## src/hdl/brq_pkg.sv

```systemverilog
// ----------------------------------------------------------------------------
// brq_pkg: byte ring queue shared definitions
// Widths, limits, codes and the types shared by the byte ring queue modules.
// ----------------------------------------------------------------------------
package brq_pkg;

	localparam int DEPTH        = 256;
	localparam int MAX_TRANSFER = 8;
	localparam int ADDR_W       = $clog2(DEPTH);
	localparam int CAP_W        = ADDR_W + 1;
	localparam int CNT_W        = 4;
	localparam int STEP_W       = 3;
	localparam int DATA_W       = 64;

	typedef enum logic [1:0] {
		OP_PUSH  = 2'd0,
		OP_POP   = 2'd1,
		OP_CHECK = 2'd2
	} op_t;

	typedef enum logic [1:0] {
		ST_OK      = 2'd0,
		ST_INVALID = 2'd1,
		ST_SHORT   = 2'd2
	} status_t;

	typedef enum logic [1:0] {
		S_IDLE,
		S_CHECK,
		S_XFER,
		S_DRAIN
	} state_t;

	typedef struct packed {
		logic              we;
		logic [ADDR_W-1:0] addr;
		logic [7:0]        wdata;
	} ram_req_t;

	typedef struct packed {
		logic             clear;
		logic [CAP_W-1:0] cap;
	} cfg_t;

endpackage

```

## src/hdl/brq_ram.sv

```systemverilog
// ----------------------------------------------------------------------------
// brq_ram: byte store
// Single-port byte memory, one access per cycle, registered read data.
// ----------------------------------------------------------------------------
module brq_ram (
	input  logic              clk,
	input  brq_pkg::ram_req_t req,
	output logic [7:0]        rdata
);

	logic [7:0] mem [brq_pkg::DEPTH];

	always_ff @(posedge clk) begin
		if (req.we) begin
			mem[req.addr] <= req.wdata;
		end
		rdata <= mem[req.addr];
	end

endmodule

```

## src/hdl/brq_seq.sv

```systemverilog
// ----------------------------------------------------------------------------
// brq_seq: byte ring queue sequencer
// Checks each item, then moves its bytes one per cycle through the store,
// stepping the ring indices with one shared wrap-around incrementer.
// ----------------------------------------------------------------------------
module brq_seq (
	input  logic                          clk,
	input  logic                          arst_n,
	input  brq_pkg::cfg_t                 cfg,
	input  logic                          start,
	input  logic [1:0]                    operation,
	input  logic [brq_pkg::CNT_W-1:0]     byte_count,
	input  logic [brq_pkg::DATA_W-1:0]    push_bytes,
	input  logic [7:0]                    rdata,
	output brq_pkg::ram_req_t             req,
	output logic                          busy,
	output logic                          done,
	output logic [1:0]                    status,
	output logic [brq_pkg::DATA_W-1:0]    pop_bytes,
	output logic [brq_pkg::CAP_W-1:0]     fill_level
);

	brq_pkg::state_t                  state_q, state_d;
	logic [1:0]                       op_q;
	logic [brq_pkg::CNT_W-1:0]        cnt_q;
	logic [brq_pkg::DATA_W-1:0]       data_q;
	logic [brq_pkg::DATA_W-1:0]       acc_q;
	logic [brq_pkg::ADDR_W-1:0]       rd_idx_q, wr_idx_q;
	logic [brq_pkg::CAP_W-1:0]        fill_q;
	logic [brq_pkg::STEP_W-1:0]       step_q, rd_pos_q;
	logic                             rd_valid_q;
	logic                             done_q;
	brq_pkg::status_t                 status_q, status_d;

	logic                             is_push, is_pop, op_ok;
	logic [brq_pkg::ADDR_W-1:0]       cur_idx, nxt_idx;
	logic [brq_pkg::CAP_W-1:0]        inc_idx, free_room;
	logic                             last_step;

	assign is_push = (op_q == brq_pkg::OP_PUSH);
	assign is_pop  = (op_q == brq_pkg::OP_POP);

	always_comb begin
		case (op_q)
			brq_pkg::OP_PUSH, brq_pkg::OP_POP, brq_pkg::OP_CHECK: op_ok = 1'b1;
			default: op_ok = 1'b0;
		endcase
	end

	// shared index unit: one step forward, wrap at capacity
	assign cur_idx = is_push ? wr_idx_q : rd_idx_q;
	assign inc_idx = {1'b0, cur_idx} + brq_pkg::CAP_W'(1);
	assign nxt_idx = (inc_idx >= cfg.cap) ? '0 : inc_idx[brq_pkg::ADDR_W-1:0];

	assign free_room = cfg.cap - fill_q;
	assign last_step = ({1'b0, step_q} == (cnt_q - brq_pkg::CNT_W'(1)));

	always_comb begin
		status_d = brq_pkg::ST_OK;
		if (cnt_q == '0 || cnt_q > brq_pkg::CNT_W'(brq_pkg::MAX_TRANSFER) || !op_ok) begin
			status_d = brq_pkg::ST_INVALID;
		end else if (is_push) begin
			if (free_room < brq_pkg::CAP_W'(cnt_q)) status_d = brq_pkg::ST_SHORT;
		end else begin
			if (fill_q < brq_pkg::CAP_W'(cnt_q)) status_d = brq_pkg::ST_SHORT;
		end
	end

	always_comb begin
		state_d = state_q;
		case (state_q)
			brq_pkg::S_IDLE: begin
				if (start) state_d = brq_pkg::S_CHECK;
			end
			brq_pkg::S_CHECK: begin
				if (status_d == brq_pkg::ST_OK && (is_push || is_pop))
					state_d = brq_pkg::S_XFER;
				else
					state_d = brq_pkg::S_IDLE;
			end
			brq_pkg::S_XFER: begin
				if (last_step) state_d = brq_pkg::S_DRAIN;
			end
			brq_pkg::S_DRAIN: state_d = brq_pkg::S_IDLE;
			default: state_d = brq_pkg::S_IDLE;
		endcase
	end

	always_comb begin
		req.we    = (state_q == brq_pkg::S_XFER) && is_push;
		req.addr  = cur_idx;
		req.wdata = data_q[{step_q, 3'b000} +: 8];
	end

	always_ff @(posedge clk or negedge arst_n) begin
		if (!arst_n) begin
			state_q    <= brq_pkg::S_IDLE;
			rd_idx_q   <= '0;
			wr_idx_q   <= '0;
			fill_q     <= '0;
			step_q     <= '0;
			rd_valid_q <= 1'b0;
			done_q     <= 1'b0;
			status_q   <= brq_pkg::ST_OK;
		end else begin
			state_q    <= state_d;
			done_q     <= 1'b0;
			rd_valid_q <= 1'b0;
			if (cfg.clear) begin
				rd_idx_q <= '0;
				wr_idx_q <= '0;
				fill_q   <= '0;
			end
			case (state_q)
				brq_pkg::S_IDLE: begin
					step_q <= '0;
				end
				brq_pkg::S_CHECK: begin
					status_q <= status_d;
					if (state_d == brq_pkg::S_IDLE) done_q <= 1'b1;
				end
				brq_pkg::S_XFER: begin
					step_q <= step_q + brq_pkg::STEP_W'(1);
					if (is_push) begin
						wr_idx_q <= nxt_idx;
						fill_q   <= fill_q + brq_pkg::CAP_W'(1);
					end else begin
						rd_idx_q   <= nxt_idx;
						fill_q     <= fill_q - brq_pkg::CAP_W'(1);
						rd_valid_q <= 1'b1;
					end
				end
				brq_pkg::S_DRAIN: begin
					done_q <= 1'b1;
				end
				default: ;
			endcase
		end
	end

	always_ff @(posedge clk) begin
		rd_pos_q <= step_q;
		if (state_q == brq_pkg::S_IDLE && start) begin
			op_q   <= operation;
			cnt_q  <= byte_count;
			data_q <= push_bytes;
			acc_q  <= '0;
		end else if (rd_valid_q) begin
			acc_q[{rd_pos_q, 3'b000} +: 8] <= rdata;
		end
	end

	assign busy       = (state_q != brq_pkg::S_IDLE);
	assign done       = done_q;
	assign status     = status_q;
	assign pop_bytes  = acc_q;
	assign fill_level = fill_q;

	a_fill_le_cap: assert property (@(posedge clk) disable iff (!arst_n)
		fill_q <= cfg.cap)
		else $error("fill level above capacity");

	a_rd_idx_range: assert property (@(posedge clk) disable iff (!arst_n)
		{1'b0, rd_idx_q} < cfg.cap)
		else $error("read index beyond capacity");

	a_wr_idx_range: assert property (@(posedge clk) disable iff (!arst_n)
		{1'b0, wr_idx_q} < cfg.cap)
		else $error("write index beyond capacity");

	a_done_origin: assert property (@(posedge clk) disable iff (!arst_n)
		$rose(done_q) |-> ($past(state_q) == brq_pkg::S_CHECK ||
			$past(state_q) == brq_pkg::S_DRAIN))
		else $error("result strobe without finished item");

	a_fail_no_data: assert property (@(posedge clk) disable iff (!arst_n)
		(done_q && status_q != brq_pkg::ST_OK) |-> (acc_q == '0))
		else $error("pop data on failed item");

endmodule

```

## src/hdl/byte_ring_queue_multi_transfer_top.sv

```systemverilog
// ----------------------------------------------------------------------------
// byte_ring_queue_multi_transfer_top: byte ring queue, multi-byte transfers
// Circular byte queue with configurable capacity and all-or-nothing
// push, pop and check items of 1 to 8 bytes.
//
// Usage:
//   An item is taken when start is high and busy is low. Its result beat
//   (status, pop_bytes, fill_level) shows for one cycle with done high;
//   the receiver cannot stall it.
//   A transfer passes a check state, a transfer state that moves its bytes
//   one per cycle through the single-port store, and a drain state for the
//   last read to land, then raises done; an invalid, refused or check item
//   raises done from the check state, in the cycle after it is taken. No new
//   item is taken until done rises, as busy stays high until then.
//   cfg_write/cfg_data set the capacity (0 taken as 1, above 256 taken
//   as 256) and empty the queue; write it only while busy is low.
//   Reset empties the queue and sets capacity to 256; store contents are
//   left as they are and are never read before being written.
// ----------------------------------------------------------------------------
module byte_ring_queue_multi_transfer_top (
	input  logic                       clk,
	input  logic                       arst_n,
	input  logic                       cfg_write,
	input  logic [brq_pkg::CAP_W-1:0]  cfg_data,
	input  logic                       start,
	output logic                       busy,
	input  logic [1:0]                 operation,
	input  logic [brq_pkg::CNT_W-1:0]  byte_count,
	input  logic [brq_pkg::DATA_W-1:0] push_bytes,
	output logic                       done,
	output logic [1:0]                 status,
	output logic [brq_pkg::DATA_W-1:0] pop_bytes,
	output logic [brq_pkg::CAP_W-1:0]  fill_level
);

	logic [brq_pkg::CAP_W-1:0] cap_q, cap_d;
	brq_pkg::cfg_t             cfg;
	brq_pkg::ram_req_t         req;
	logic [7:0]                rdata;

	// clamp to 1..DEPTH
	always_comb begin
		cap_d = cfg_data;
		if (cfg_data == '0)
			cap_d = brq_pkg::CAP_W'(1);
		else if (cfg_data > brq_pkg::CAP_W'(brq_pkg::DEPTH))
			cap_d = brq_pkg::CAP_W'(brq_pkg::DEPTH);
	end

	always_ff @(posedge clk or negedge arst_n) begin
		if (!arst_n) begin
			cap_q <= brq_pkg::CAP_W'(brq_pkg::DEPTH);
		end else if (cfg_write) begin
			cap_q <= cap_d;
		end
	end

	assign cfg.clear = cfg_write;
	assign cfg.cap   = cap_q;

	brq_seq u_seq (
		.clk        (clk),
		.arst_n     (arst_n),
		.cfg        (cfg),
		.start      (start),
		.operation  (operation),
		.byte_count (byte_count),
		.push_bytes (push_bytes),
		.rdata      (rdata),
		.req        (req),
		.busy       (busy),
		.done       (done),
		.status     (status),
		.pop_bytes  (pop_bytes),
		.fill_level (fill_level)
	);

	brq_ram u_ram (
		.clk   (clk),
		.req   (req),
		.rdata (rdata)
	);

endmodule

```

## config.mk

```make
export PLATFORM = sky130hd
export DESIGN_NAME = byte_ring_queue_multi_transfer_top
export DESIGN_NICKNAME = d
export VERILOG_FILES = /design/src/hdl/brq_pkg.sv /design/src/hdl/brq_ram.sv /design/src/hdl/brq_seq.sv /design/src/hdl/byte_ring_queue_multi_transfer_top.sv
export SDC_FILE = /design/constraint.sdc
export NUM_CORES = 2
export LEC_CHECK = 0
export BUFFER_PORTS_ARGS = -buffer_cell sky130_fd_sc_hd__buf_2
export CAP_MARGIN = 20
export CORE_MARGIN = 2
export CORE_UTILIZATION = 60
export CTS_CLUSTER_DIAMETER = 50
export DETAILED_ROUTE_END_ITERATION = 7
export GPL_ROUTABILITY_DRIVEN = 1
export PLACE_DENSITY_LB_ADDON = 0.25
export SKIP_LAST_GASP = 1
export SLEW_MARGIN = 0
export SYNTH_ARGS = -nofsm -noshare
export SYNTH_HDL_FRONTEND = slang
export SYNTH_HIERARCHICAL = 1
export SYNTH_SLANG_ARGS = --single-unit
```

## constraint.sdc

```tcl
create_clock -name clk -period 4.7 [get_ports clk]
set_clock_uncertainty 0.2 [all_clocks]
set_input_delay 0.235 -clock clk [delete_from_list [all_inputs] [get_ports clk]]
set_output_delay 0.235 -clock clk [all_outputs]
set_load 0.02 [all_outputs]
```

# Yosys cells after proc, flatten, opt, wreduce, memory -nomap -nowiden
# Memories as Yosys holds them, arrays and structs flattened. A register that Yosys moved wholly into a read port is not among the register bits.
# Cells that the tools add are included.
classes:
  addsub: 7
  n_mul: 0
  div: 0
  order_cmp: 5
  n_eq_ne: 6
  n_shift: 3
  mux: 30
  bitwise_logic: 0
  n_reduce_logical: 17
op_table:
  columns: ["operator", "n"]
  rows:
  - ["64-bit bitwise mux", 1]
  - ["8-bit two-way mux", 8]
  - ["8-bit by 8-bit variable shift with 64-bit output (first input constant)", 1]
  - ["64-bit by 7-bit indexed part select with 8-bit output", 1]
  - ["8-bit by 8-bit indexed part select with 64-bit output", 1]
  - ["9-bit two-way mux", 5]
  - ["9-bit by 4-bit < comparator with 1-bit output", 2]
  - ["2-bit two-way mux", 7]
  - ["8-bit by 1-bit adder with 9-bit output (second input constant)", 1]
  - ["9-bit by 1-bit adder with 9-bit output (second input constant)", 1]
  - ["9-bit greater-or-equal comparator", 1]
  - ["9-bit > comparator (second input constant)", 1]
  - ["9-bit logical NOT", 1]
  - ["9-bit by 1-bit subtractor with 9-bit output (second input constant)", 1]
  - ["9-bit subtractor", 1]
  - ["2-bit logical NOT", 4]
  - ["6-bit negation with 8-bit output", 1]
  - ["2-bit case mux with 4 select lines", 1]
  - ["2-bit equality test (second input constant)", 3]
  - ["1-bit two-way mux", 6]
  - ["3-bit case mux with 2 select lines", 1]
  - ["2-bit nonzero test", 3]
  - ["2-bit by 1-bit equality test with 1-bit output (second input constant)", 2]
  - ["3-bit by 4-bit equality test with 1-bit output", 1]
  - ["other kinds (9)", 13]
word_totals:
  regBits: 180
  latch_bits: 0
  ramBits: 2048
  mem_bits_ro: 0
  inputBits: 83
  out_inout_bits: 77
  elab_cells: 83
  n_memories: 1
memory_table:
  columns: ["name", "depth", "width", "read_ports", "rd_clocked_by_memory_dff", "wr", "line", "source"]
  rows:
  - ["u_ram.mem", 256, 8, 1, 1, 1, "brq_ram.sv:11", "logic [7:0] mem [brq_pkg::DEPTH];"]

# Longest topological paths before layout
logic_depth:
  ltp_word: 13
  ltp_mapped: 15
  mapped_depth_nobuf: 14

# Modules after synthesis
# Netlist, hierarchy kept.
modules_own_cells:
  columns: ["mod", "instances", "cells_each", "area_each_um2", "seq_area_each_um2"]
  rows:
  - ["brq_ram", 1, 3547, 78492.8, 61659.1]
  - ["brq_seq", 1, 716, 7800.0, 4294.1]
  - ["byte_ring_queue_multi_transfer_top", 1, 41, 399.1, 226.5]

# Worst setup path after synthesis
# OpenSTA, ideal clock, no wires.
synth_path:
  path_type: "flip-flop to flip-flop"
  startpoint: "reg u_seq.state_q[0]"
  endpoint: "reg u_seq/cnt_q[0] (netlist bit), enable pin"
  setup_time_ns: 0.462
  arrival_ns: 3.301
  required_ns: 4.038
  setup_slack_ns: 0.737
  stages_incl_launch_ff: 5
  n_path_buf: 2
  synth_period_minus_slack_ns: 3.963
  cell_sequence: "dfrtp_1 or2_1 nor2_1 clkbuf_1 clkbuf_1"
synth_between:
  elab_chain_cells: 2
synth_rtl:
  columns: ["item", "line", "source"]
  rows:
  - ["start: declaration", "brq_seq.sv:23", "brq_pkg::state_t state_q, state_d;"]
  - ["start signal: assignment", "brq_seq.sv:97", "state_q <= brq_pkg::S_IDLE;"]
  - ["start signal: assignment", "brq_seq.sv:106", "state_q <= state_d;"]
  - ["2-bit logical NOT", "brq_seq.sv:143", "if (state_q == brq_pkg::S_IDLE && start) begin"]
  - ["1-bit logical AND", "brq_seq.sv:143", null]
  - ["end signal: assignment", "brq_seq.sv:145", "cnt_q <= byte_count;"]
  - ["end: declaration", "brq_seq.sv:25", "logic [brq_pkg::CNT_W-1:0] cnt_q;"]
# Every way passes these cells.
# A chain may end at the register's enable or synchronous reset.

==> reports/metrics.yaml <==
status: "finished, final reports clean"
tightestPinTransition_ps: 1267
chipWidth_um: 384.1
place_ws_ps: -133.8
area_growth_pct: 16.28
hold_viol: 0
routed_via_density: 6.587
seq_area_frac_synth_pct: 76.34
grt_max_degree: 154
setup_ws_ps: 86.78
routed_wl_um: 214000
hp-class: "in2reg"
synthFlopType: "edfxtp_1"
syn_inst: 4304
critical_path_arrival_ps: 5190
vdd_drop_max_mv: 0.4072
rows: 139
clock_path_buffers: 3
final_util_pct: 70.26
drt_iter0_markers: 6006
dieArea_sq_um: 147500
ys_ff_latch: 2236
hpwl_um: 124700
p_leak_nw: 32.34
holdWs_ps: 157.3
port_buffers: 159
drive_above_1_share_pct: 27.43
grt_pass1_wl_um: 315100
worst_hold_path.num_cells: 4
fmax_ghz: 0.2168
r2r_cells: 12
vias: 46540
wl_met1_um: 78730
grt_pass1_vias: 47170
drc: 0
clock_sinks: 2236
min_period_ps: 4613
fin_crit_sh_pct: 98.15
syn_nets: 4427
root_buffer: "clkbuf_16"
synth.cell_area_sq_um: 86690
post_cts_buffers: 0
antenna_found_initial: 7
cts_tree: "yes"
gr-total-overflow: 0
synth_edf_count: 2118
io_pins: 160
top_layer: "met4"
numCtsBuffers: 213
power.density_nw_per_um2: 473.6
routedWlPerCell_um: 30.29
dr_wl_met2_um: 106000
critPathMaxFanout: 29
ctsHtreeMaxLevel: 4
layout.nets: 5096
slew_headroom_pct: 15.52
rsz0062_at_grt: "no"
grt.total_usage_pct: 29.41
antenna_left: 0
nFillCells: 8404
design.core.area_sq_um: 143500
cp.required_ps: 5280
floorplan.initialDensity_pct: 60.42
place.gp.congestion: 0.8628
criticalPathCategory: "reg2reg"
die_h_um: 384.1
ys_types: 64
setup_viol: 0
yosysWarnings: 6
clk_latency_ps: 840
worst_setup_path_start_kind: "flop"
synth.avg_cell_area_sq_um: 20.14
postSynth.asyncResetShare_pct: 1.923
dr_wl_met3_um: 20450
clkTransAtPathRegs_ps: 70
dr.pass1.iters: 5
maxCapViolCount: 0
finalMaxSlewViolations: 0
endpoint_kind: "flop"
sequential cells by signal, summed over array words and instances, names as in the netlist, 4 cells and up:
| name | flops |
|---|---|
| u_seq/pop_bytes | 64 |
| u_ram/rdata | 8 |
| u_seq/rd_idx_q | 8 |
| u_ram/mem | 2048 |
| u_seq/fill_level | 9 |
| u_seq/wr_idx_q | 8 |
| cap_q | 9 |
| u_seq/cnt_q | 4 |
| u_seq/data_q | 64 |
final timing paths:
check	slack, ps	end	from
min	160	u_seq/state_q[0]$_DFF_PN0_	start
max in group asynchronous	3690	cap_q[5]$_DFFE_PN0P_	arst_n
max reg2reg	90	u_ram/rdata[4]$_DFF_P_	u_seq/op_q[1]$_DFFE_PP_
max	90	u_ram/rdata[4]$_DFF_P_	u_seq/op_q[1]$_DFFE_PP_
min in group asynchronous	390	cap_q[8]$_DFFE_PN1P_	arst_n
min reg2reg	250	u_seq/pop_bytes[51]$_SDFFE_PP0P_	u_seq/pop_bytes[51]$_SDFFE_PP0P_
worst max-delay path, cell delays in order, from the launching register on:
cell	delay, ps
edfxtp_1	460
or2_1	290
inv_2	130
buf_4	240
mux2i_1	260
inv_2	140
nor2b_4	960
buf_4	490
a22oi_1	170
a21oi_1	650
o41ai_4	230
buf_4	190
nand4_1	80
synth_stat cells, drive strengths merged (14+ instances only):
cell    number  area share, %
nor2b       17           0.12
o21ai       41           0.24
dfxtp       75            1.7
edfxtp    2118             73
nand3       22           0.13
a22oi      256            2.2
a21oi      196            1.1
clkbuf     166           0.72
or3         22           0.16
ha          38           0.55
nand2b      22           0.16
inv         48           0.21
nand2       85           0.37
nor2       307            1.3
dfrtp       42            1.2
xnor2       14           0.14
buf         95           0.68
mux4       528             14
nor3        72           0.42
o41ai       34           0.35
area by class of cell:
| cell class | count | area, sq um | share of cell area (%) |
|---|---|---|---|
| clock buffers | 253 | 5615 | 5.571 |
| flip-flops and latches | 2236 | 66180 | 65.65 |
| inverters | 48 | 180.2 | 0.1787 |
| repair buffers | 715 | 5796 | 5.749 |
| diodes | 8 | 20.02 | 0.01986 |
| well taps | 1903 | 2381 | 2.362 |
| multi-input cells | 1759 | 19350 | 19.19 |
| clock inverters | 144 | 1285 | 1.275 |
placed cells by master, fill, tap and decap left out, types with 14 or more instances in the layout:
cell type         n
o21ai_1          21
nand2_1          84
clkbuf_16       217
clkinv_1         55
edfxtp_1       2118
inv_1            45
buf_12           32
o21ai_0          20
nor2b_1          15
dfxtp_1          75
xnor2_1          14
o41ai_1          28
nor2_1          305
nand3_1          22
ha_1             38
a21oi_1         195
clkinv_2         46
bufinv_16        20
dfrtp_1          42
nand2b_1         20
clkbuf_1         31
mux4_2          528
or3_1            22
buf_4           344
a22oi_1         256
nor3_1           72
dlygate4sd3_1   175
buf_2           164
logic make-up (layout without fill, tap and decap cells):
family          Yosys count  in the layout  share of synthesized area [%]
compound gates          563            563                          4.276
xor+xnor                 19             19                         0.1920
fa+ha+maj                40             40                         0.5946
buf+inv                 309           1160                          1.608
flops                  2236           2236                          76.34
mux                     549            549                          13.97
other cells               0              8                              0
simple gates            588            588                          3.018
per-layer routing:
metal	GRT usage, %	up-vias
met2	47.17	2686
met4	11.57	0
li1	-	19130
met1	40.76	24260
met3	5.400	466
met5	0	-
power breakdown:
group | total (W) | switching (W) | internal (W)
logic | 0.00675 | 0.00438 | 0.00236
registers | 0.0241 | 0.000174 | 0.0239
clock network | 0.0169 | 0.00730 | 0.00961
total | 0.0477 | 0.0119 | 0.0359
through the flow:
stage	area, sq um	total power (W)	cells	TNS [ps]
6_report	100800	0.04774	7066	0
5_1_grt	100800	0.04911	7064	0
4_1_cts	100700	0.04783	7057	0
3_5_place_dp	92060	0.03105	6484	-133.8
3_3_place_gp	92040	0.03084	6480	-118.1
2_1_floorplan	86690	0.02874	4304	0
timing repair:
| item | 4_1_cts | 5_1_grt |
|---|---|---|
| gates cloned | 0 | 0 |
| endpoints found under the hold margin | 157 | 0 |
| endpoints found under the setup margin | 2 | 3 |
| resized for setup | 2 | 4 |
| hold buffers | 176 | 0 |
(Power assumes the default switching activity.)
